===== config.mk =====
export PLATFORM = sky130hd
export DESIGN_NAME = base64_encoder_unit
export DESIGN_NICKNAME = d
export VERILOG_FILES = /design/src/rtl/b64e_pkg.sv /design/src/rtl/b64e_front.sv /design/src/rtl/b64e_queue.sv /design/src/rtl/b64e_back.sv /design/src/rtl/base64_encoder_unit.sv
export SDC_FILE = /design/constraint.sdc
export NUM_CORES = 1
export LEC_CHECK = 0
export BUFFER_PORTS_ARGS = -buffer_cell sky130_fd_sc_hd__clkbuf_2
export CELL_PAD_IN_SITES_DETAIL_PLACEMENT = 1
export CELL_PAD_IN_SITES_GLOBAL_PLACEMENT = 1
export CORE_UTILIZATION = 37
export CTS_CLUSTER_SIZE = 30
export DETAILED_ROUTE_END_ITERATION = 10
export HOLD_SLACK_MARGIN = 0.03
export MAX_ROUTING_LAYER = met4
export PLACE_DENSITY_LB_ADDON = 0.12
export SYNTH_ARGS = -nofsm -noshare
export SYNTH_HDL_FRONTEND = slang
export SYNTH_SLANG_ARGS = --single-unit

===== constraint.sdc =====
create_clock -name clk -period 2.14 [get_ports clk]
set_input_delay 0.428 -clock clk [delete_from_list [all_inputs] [get_ports clk]]
set_output_delay 0.428 -clock clk [all_outputs]
set_load 0.005 [all_outputs]

===== src/rtl/b64e_pkg.sv =====
// Shared types, constants and the alphabet lookup for the Base64 encoder.
package b64e_pkg;

  // ASCII code of the '=' padding character
  localparam logic [7:0] PAD_CODE = 8'd61;

  // Position within the current 3-byte group
  typedef enum logic [1:0] {
    PH_0 = 2'd0,
    PH_1 = 2'd1,
    PH_2 = 2'd2
  } phase_t;

  // One classified byte: up to four characters, index of the last one,
  // and whether the last one closes the message
  typedef struct packed {
    logic [3:0][7:0] code;
    logic [1:0]      last_idx;
    logic            last;
  } job_t;

  // Map a sextet to its character of the standard alphabet
  function automatic logic [7:0] b64_char(input logic [5:0] v);
    logic [7:0] r;
    priority if (v < 6'd26) begin
      r = 8'd65 + {2'b00, v};
    end else if (v < 6'd52) begin
      r = 8'd71 + {2'b00, v};
    end else if (v < 6'd62) begin
      r = {2'b00, v} - 8'd4;
    end else if (v == 6'd62) begin
      r = 8'd43;
    end else begin
      r = 8'd47;
    end
    return r;
  endfunction

endpackage


===== src/rtl/b64e_front.sv =====
// Front end: accepts bytes, tracks the group phase and builds character jobs.
module b64e_front (
  input  logic          clk,
  input  logic          rst,
  input  logic          push,
  input  logic [7:0]    data_byte,
  input  logic          final_byte,
  input  logic          q_full,
  output logic          q_push,
  output b64e_pkg::job_t job
);

  b64e_pkg::phase_t phase, phase_next;
  logic [3:0] kept, kept_next;

  assign q_push = push && !q_full;

  // Hold phase and leftover bits; advance on each accepted word
  always_ff @(posedge clk) begin
    if (rst) begin
      phase <= b64e_pkg::PH_0;
      kept  <= 4'd0;
    end else if (q_push) begin
      phase <= phase_next;
      kept  <= kept_next;
    end
  end

  // Classify the byte into its characters and the next phase
  always_comb begin
    job.code     = '{default: b64e_pkg::PAD_CODE};
    job.last_idx = 2'd0;
    job.last     = final_byte;
    phase_next   = b64e_pkg::PH_0;
    kept_next    = 4'd0;
    unique case (phase)
      b64e_pkg::PH_1: begin
        job.code[0] = b64e_pkg::b64_char({kept[1:0], data_byte[7:4]});
        if (final_byte) begin
          job.code[1]  = b64e_pkg::b64_char({data_byte[3:0], 2'b00});
          job.last_idx = 2'd2;
        end else begin
          phase_next = b64e_pkg::PH_2;
          kept_next  = data_byte[3:0];
        end
      end
      b64e_pkg::PH_2: begin
        job.code[0]  = b64e_pkg::b64_char({kept, data_byte[7:6]});
        job.code[1]  = b64e_pkg::b64_char(data_byte[5:0]);
        job.last_idx = 2'd1;
      end
      default: begin
        job.code[0] = b64e_pkg::b64_char(data_byte[7:2]);
        if (final_byte) begin
          job.code[1]  = b64e_pkg::b64_char({data_byte[1:0], 4'b0000});
          job.last_idx = 2'd3;
        end else begin
          phase_next = b64e_pkg::PH_1;
          kept_next  = {2'b00, data_byte[1:0]};
        end
      end
    endcase
  end

endmodule


===== src/rtl/b64e_queue.sv =====
// Short job queue between the front end and the character serializer.
module b64e_queue #(
  parameter int DEPTH = 2
) (
  input  logic           clk,
  input  logic           rst,
  input  logic           wr_en,
  input  b64e_pkg::job_t wr_data,
  input  logic           rd_en,
  output b64e_pkg::job_t rd_data,
  output logic           valid,
  output logic           full
);

  localparam int PW = (DEPTH > 1) ? $clog2(DEPTH) : 1;
  localparam int CW = $clog2(DEPTH + 1);

  b64e_pkg::job_t slots [DEPTH];
  logic [PW-1:0] wr_ptr, rd_ptr;
  logic [CW-1:0] count;
  logic          do_wr, do_rd;

  assign valid   = (count != '0);
  assign full    = (count == CW'(DEPTH));
  assign do_wr   = wr_en && !full;
  assign do_rd   = rd_en && valid;
  assign rd_data = slots[rd_ptr];

  // Store the incoming job
  always_ff @(posedge clk) begin
    if (do_wr) begin
      slots[wr_ptr] <= wr_data;
    end
  end

  // Advance pointers and the fill count
  always_ff @(posedge clk) begin
    if (rst) begin
      wr_ptr <= '0;
      rd_ptr <= '0;
      count  <= '0;
    end else begin
      if (do_wr) begin
        wr_ptr <= (wr_ptr == PW'(DEPTH - 1)) ? '0 : wr_ptr + 1'b1;
      end
      if (do_rd) begin
        rd_ptr <= (rd_ptr == PW'(DEPTH - 1)) ? '0 : rd_ptr + 1'b1;
      end
      if (do_wr && !do_rd) begin
        count <= count + 1'b1;
      end else if (do_rd && !do_wr) begin
        count <= count - 1'b1;
      end
    end
  end

endmodule


===== src/rtl/b64e_back.sv =====
// Back end: plays out one character per cycle into an output register unless the receiver stalls.
module b64e_back (
  input  logic           clk,
  input  logic           rst,
  input  b64e_pkg::job_t job,
  input  logic           job_valid,
  output logic           job_pop,
  output logic [7:0]     char_code,
  output logic           end_of_text,
  output logic           empty,
  input  logic           pop
);

  b64e_pkg::job_t cur;
  logic           cur_valid;
  logic [1:0]     idx;
  logic           out_valid;
  logic           advance;
  logic           at_last;

  assign empty   = !out_valid;
  assign advance = !out_valid || pop;
  assign at_last = (idx == cur.last_idx);
  assign job_pop = job_valid && (!cur_valid || (advance && at_last));

  // Load the next job and step through its characters
  always_ff @(posedge clk) begin
    if (rst) begin
      cur_valid <= 1'b0;
      idx       <= 2'd0;
    end else if (job_pop) begin
      cur_valid <= 1'b1;
      idx       <= 2'd0;
    end else if (cur_valid && advance) begin
      if (at_last) begin
        cur_valid <= 1'b0;
      end
      idx <= idx + 2'd1;
    end
  end

  always_ff @(posedge clk) begin
    if (job_pop) begin
      cur <= job;
    end
  end

  // Output register: refill when drained or taken
  always_ff @(posedge clk) begin
    if (rst) begin
      out_valid <= 1'b0;
    end else if (advance) begin
      out_valid <= cur_valid;
    end
  end

  always_ff @(posedge clk) begin
    if (advance && cur_valid) begin
      char_code   <= cur.code[idx];
      end_of_text <= cur.last && at_last;
    end
  end

endmodule


===== src/rtl/base64_encoder_unit.sv =====
// Streaming Base64 encoder (standard alphabet, '=' padding).
//
// Input channel: one message byte per word on data_byte, with final_byte set
// on the last byte of the message. A word is taken when push is high and full
// is low. Result channel: one ASCII character per word on char_code; the last
// character of a message has end_of_text set. A word is shown while empty is
// low and leaves when pop is high.
//
// A byte yields one or two characters, and a last byte up to four (the
// closing character and '=' padding). The front end classifies a byte in the
// cycle it is accepted and writes a job into a QUEUE_DEPTH-entry queue; the
// back end plays one character per cycle into the output register while the
// receiver keeps popping. An accepted byte passes through the queue and the
// back end's job register before its first character shows. The output
// register sets the rate, and the queue takes further bytes while earlier
// ones play out; a last byte that opens a new group yields 4 characters.
//
// Reset clears the group phase, the queue and the output register. When the
// receiver stalls, the output word holds, the queue fills and full rises;
// nothing is dropped.
module base64_encoder_unit #(
  parameter int QUEUE_DEPTH = 2
) (
  input  logic       clk,
  input  logic       rst,
  input  logic       push,
  output logic       full,
  input  logic [7:0] data_byte,
  input  logic       final_byte,
  output logic       empty,
  input  logic       pop,
  output logic [7:0] char_code,
  output logic       end_of_text
);

  b64e_pkg::job_t wr_job, rd_job;
  logic           q_push, q_valid, q_pop;

  b64e_front u_front (
    .clk        (clk),
    .rst        (rst),
    .push       (push),
    .data_byte  (data_byte),
    .final_byte (final_byte),
    .q_full     (full),
    .q_push     (q_push),
    .job        (wr_job)
  );

  b64e_queue #(
    .DEPTH (QUEUE_DEPTH)
  ) u_queue (
    .clk     (clk),
    .rst     (rst),
    .wr_en   (q_push),
    .wr_data (wr_job),
    .rd_en   (q_pop),
    .rd_data (rd_job),
    .valid   (q_valid),
    .full    (full)
  );

  b64e_back u_back (
    .clk         (clk),
    .rst         (rst),
    .job         (rd_job),
    .job_valid   (q_valid),
    .job_pop     (q_pop),
    .char_code   (char_code),
    .end_of_text (end_of_text),
    .empty       (empty),
    .pop         (pop)
  );

  // Reset drains both sides
  a_reset_clear: assert property (@(posedge clk) rst |=> (empty && !full))
    else $error("encoder not cleared after reset");

  // A first pad character is followed at once by the closing pad
  a_pad_pair: assert property (@(posedge clk) disable iff (rst)
    (pop && !empty && char_code == b64e_pkg::PAD_CODE && !end_of_text) |=>
      (!empty && char_code == b64e_pkg::PAD_CODE && end_of_text))
    else $error("padding sequence broken");

  // The back end never pops a job from an empty queue
  a_job_move: assert property (@(posedge clk) disable iff (rst)
    (q_pop && !q_valid) |-> 1'b0)
    else $error("job taken from an empty queue");

endmodule

; Yosys cells after proc, flatten, opt, wreduce, memory -nomap -nowiden
; Memories as Yosys holds them, arrays and structs flattened. A register that Yosys moved wholly into a read port is not among the register bits.
; Index checks and enable logic that the tools add are counted.
[op_classes]
addsub = 23
magnitude_cmp = 19
n_eq_ne = 8
n_mux = 44
reduce_logical = 22
[ops]
columns = cell, count
row1 = $mux 8, 21
row2 = $add 7x6->8 const A, 12
row3 = $lt 6x6->1 const B, 12
row4 = $sub 6x3->7 const B, 6
row5 = $lt 6x5->1 const B, 6
row6 = $pmux 18 s2, 1
row7 = $eq 6x6->1 const B, 4
row8 = $bmux 8 s2, 1
row9 = $mux 2, 6
row10 = $mux 3, 4
row11 = $logic_and 1x1->1, 9
row12 = $mux 1, 8
row13 = $pmux 4 s2, 1
row14 = $reduce_bool 2->1, 4
row15 = $logic_not 1->1, 5
row16 = $add 2x1->2 const B, 2
row17 = $eq 2x2->1 const B, 2
row18 = $mux 4, 1
row19 = $pmux 2 s2, 1
row20 = $lt 2x3->1 const B, 1
row21 = $add 1x1->1 const B, 2
row22 = $eq 2x1->1 const B, 1
row23 = $eq 2x2->1, 1
row24 = $logic_or 1x1->1, 2
row25 = other kinds (3), 3
[totals]
ff_bits = 39
output_inout_bits = 11
ramBits = 38
n_memories = 1
[mem_list]
columns = name, words, width, rd, rd_ports_with_merged_regs, write_ports, line
row1 = u_queue.slots, 2, 19, 1, 1, 1, b64e_queue.sv:18  ; b64e_pkg::job_t slots [DEPTH];

; Longest topological paths before layout
[depth]
ltp_word = 9
ltp_mapped = 9

; Hierarchy
; From an unflattened synthesis, not the netlist that was laid out.
[unflattened]
cells_unflattened = 568
hier_area_um2 = 6895.4
[by_module_without_submodules]
columns = mod, area_per_inst_um2, instances, cells_each
row1 = b64e_queue, 2736.4, 1, 134
row2 = b64e_front, 2379.8, 1, 355
row3 = b64e_back, 1779.2, 1, 79

; Worst setup path after synthesis
; Ideal clock, no wire load.
[synth_path]
path_type = register to register
startpoint = register u_back.idx[1]
endpoint = register u_queue.count[1]
stages_incl_launch_ff = 9
required_ns = 2.070
n_path_buf = 1
setup_ns = 0.070
setup_slack_ns = -0.080
synth_period_minus_slack_ns = 2.220
arrival_time_ns = 2.151
cell_sequence = dfxtp_1 buf_2 xor2_1 o31ai_2 o21a_2 inv_1 ha_1 or3_1 a21oi_1
[synth_between]
elab_chain_cells = 8
elab_cells_between_ends = 10
[synth_lines]
columns = item, line
row1 = "start, declared", b64e_back.sv:16  ; logic [1:0] idx;
row2 = "start signal, assigned", b64e_back.sv:38  ; idx <= idx + 2'd1;
row3 = $eq 2x2->1 *, b64e_back.sv:23  ; assign at_last = (idx == cur.last_idx);
row4 = $logic_and 1x1->1 *, b64e_back.sv:24  ; assign job_pop = job_valid && (!cur_valid || (advance && at_last));
row5 = $logic_or 1x1->1 *, b64e_back.sv:24
row6 = $logic_and 1x1->1 *, b64e_back.sv:24
row7 = named net q_pop, base64_encoder_unit.sv:37  ; logic q_push, q_valid, q_pop;
row8 = $logic_and 1x1->1 *, b64e_queue.sv:26  ; assign do_rd = rd_en && valid;
row9 = $logic_not 1->1, b64e_queue.sv:49  ; if (do_wr && !do_rd) begin
row10 = $logic_and 1x1->1, b64e_queue.sv:49
row11 = $mux 2 or $reduce_bool 2->1 (tied branches), n/a
row12 = "end signal, assigned", b64e_queue.sv:50  ; count <= count + 1'b1;
row13 = "end signal, assigned", b64e_queue.sv:52  ; count <= count - 1'b1;
row14 = "end, declared", b64e_queue.sv:20  ; logic [CW-1:0] count;
; The timed path passes the listed nets; every way through them passes the cells marked *.
; A chain may end at the register's enable or synchronous reset.

==> impl_metrics.py <==
metrics = {
    "timing": {
        "setup_viol": 0,
        "relSlewSlack": 0.351,
        "timing.hold.ws_ps": 409,
        "slew_violations": 0,
        "setup_tns_ps": 0,
        "rsz0062_at_grt": "no",
        "fin_crit_sh": 0.969,
        "fin_skew_ps": 4.96,
        "fmax_mhz": 482,
        "setup_ws_ps": 66.4,
        "hold_viol_final": 0,
        "period_needed_ps": 2070,
        "tightest_slew_ps": 972,
    },
    "synth": {
        "synth_top_flop_cell": "edfxtp_1",
        "yosysWarnings": 0,
        "synth-seq-cells": 80,
        "synth_largest_area_cell": "edfxtp_1",
        "synth_common_cells": "66 x edfxtp_1, 41 x nor2_1, 25 x a21oi_1",
        "synth_nets": 510,
        "synth_edf_count": 66,
        "synthDistinctLibCells": 66,
        "synth_top_area_frac": 0.399,
        "seq_area_frac_synth": 0.456,
        "synth_area_um2": 4960,
        "synth_cells": 475,
        "synth_area_leaders": "edfxtp_1 40%, dfxtp_1 5.6%, ha_1 5.5%",
        "synth.avg_cell_area_um2": 10.4,
        "synth.most_common_cell": "edfxtp_1",
        "async_flop_share": 0,
    },
    "routing": {
        "postRouteAntennaNets": 0,
        "drtIter0Drc": 237,
        "drt-total-wl_mm": 14.0,
        "wl_per_cell_um": 19.1,
        "dr.pass1.iters": 4,
        "drc": 0,
        "via_count": 3953,
        "drt-vias-per-instance": 5.39,
    },
    "floorplan": {
        "die_h_um": 118,
        "die_area_um2": 13900,
        "core_region_area_um2": 12800,
        "initial_core_util": 0.387,
        "chipWidth_um": 118,
        "rows": 41,
        "io_pins": 24,
    },
    "run": {
        "cap_violations": 0,
    },
    "placement": {
        "dpl.hpwl_mm": 10.9,
        "io_buffers": 23,
        "gp_congestion": 0.896,
        "post-place-cells": 718,
        "dp_slack_ps": -171,
    },
    "final_layout": {
        "stdcell_count": 734,
        "diodes": 0,
        "n_fill_cell": 1441,
        "layout-drive-gt1-share": 0.297,
        "nets": 592,
        "area_delta_synth_final_pct": 21.9,
    },
    "cts": {
        "clkSinkCount": 80,
        "cts_made_buffers": 9,
        "clock_latency_ps": 330,
        "h-tree-depth": 3,
        "clk_pin_slew_worst_paths_ps": 60,
        "hold_buffers": 0,
        "clk_path_buf_depth": 2,
        "clockRootBuffer": "clkbuf_16",
        "cts_tree": "done",
    },
    "worst_setup_path": {
        "end_kind": "flop",
        "crit_chain": "buf_4, ha_1, nor2_1, or2_1, o21ai_1, a311oi_1, a21oi_1",
        "crit_required_ps": 2200,
        "path_max_fanout": 6,
        "crit_type": "flop to flop",
        "slowest_delay_ps": 390,
        "cp_data_arrival_time_ps": 2130,
        "r2r_setup_slack_ps": 70,
        "cp-start-kind": "flop",
        "crit_slowest_cell": "a311oi_1",
    },
    "global_route": {
        "busiest_layer": "met2",
        "grt_max_degree": 23,
        "grt.overflow.total": 0,
        "grt_pass1_wl_mm": 22.6,
        "met3_usage": 0.0266,
        "grt_util_met2": 0.358,
        "antenna_found_initial": 0,
        "grt_use_met1": 0.276,
        "grt_use_total": 0.216,
        "grt_pass1_vias": 4135,
    },
    "run_status": {
        "status": "completed",
    },
    "hold_path": {
        "hp-class": "primary input to flop",
    },
    "power": {
        "ir_drop_v": 0.000458,
        "power-per-cell-area_nw_per_um2": 907,
        "leakage_nw": 2.36,
    },
}
sequential cells by signal (all words and copies together), names as in the netlist:
register and cells:
u_front.phase 2, u_front.kept 4, u_back.char_code 8, u_queue.count 2, u_back.cur 19, u_back.end_of_text 1
u_back.cur_valid 1, u_queue.rd_ptr 1, u_back.out_valid 1, u_queue.slots 38, u_back.idx 2, u_queue.wr_ptr 1
layout by cell type (no fill, tap or decap), types with 12 or more instances in the layout:
cell type	count
buf_4	80
mux2_2	23
a21oi_1	25
ha_1	20
dfxtp_1	12
nor2_1	41
nand2_1	24
xnor2_1	13
inv_1	22
edfxtp_1	66
o21ai_0	14
nand3_1	19
clkbuf_2	23
repair_timing:
item,CTS,global route
setup endpoints to repair,2,16
pin swaps,0,1
setup buffers,0,0
resized for setup,1,8
metrics by stage:
| stage | utilization | cell area, um^2 | total power [mW] |
|---|---|---|---|
| after floorplan | - | 4970 | 3.54 |
| after global routing | 0.472 | 6050 | 5.80 |
| after detailed placement | 0.448 | 5750 | 4.19 |
| after global placement | 0.448 | 5750 | 4.12 |
| final | 0.472 | 6050 | 5.49 |
| after CTS | 0.469 | 6010 | 5.56 |
critical path: cells and delay by family, from the launching register on:
| family | cells | cell delay (ps) |
|---|---|---|
| buffers and inverters | 1 | 170 |
| AND/OR/NAND/NOR | 2 | 420 |
| AO/OA/AOI/OAI | 3 | 630 |
| adder cells (fa/ha/maj) | 1 | 220 |
| flip-flops | 1 | 350 |
area by class of cell:
type / instances / area (um^2) / area share
clock buffers: 12 / 236 / 0.0391
repair buffers: 104 / 736 / 0.122
flip-flops and latches: 80 / 2260 / 0.375
well taps: 172 / 215 / 0.0356
multi-input cells: 340 / 2490 / 0.412
clock inverters: 4 / 21.3 / 0.00352
inverters: 22 / 82.6 / 0.0137
kinds of logic after synthesis:
logic type,share of synthesized area
XOR/XNOR,0.0371
buffers and inverters,0.0515
adder cells (fa/ha/maj),0.0555
AND/OR/NAND/NOR,0.160
AO/OA/AOI/OAI,0.166
flip-flops,0.456
multiplexers,0.0747
power by group:
part           total, mW  switching [mW]  internal [mW]
combinational       1.75           0.976          0.770
sequential          2.40           0.137           2.27
clock               1.34           0.558          0.778
worst paths after layout:
check,start,endpoint,cells after the start
max,u_front.kept[0],u_queue.slots[1][3],7
min,push,u_queue.wr_ptr,4
max reg2reg,u_front.kept[0],u_queue.slots[1][3],7
min reg2reg,u_back.cur_valid,u_back.cur_valid,2
routing by layer:
metal	up-vias	part of all wire
met1	1949	0.46
met3	10	0.028
met5	-	0
li1	1921	-
met4	0	0.010
met2	73	0.50
No activity file was read; power rests on OpenSTA's default activity.
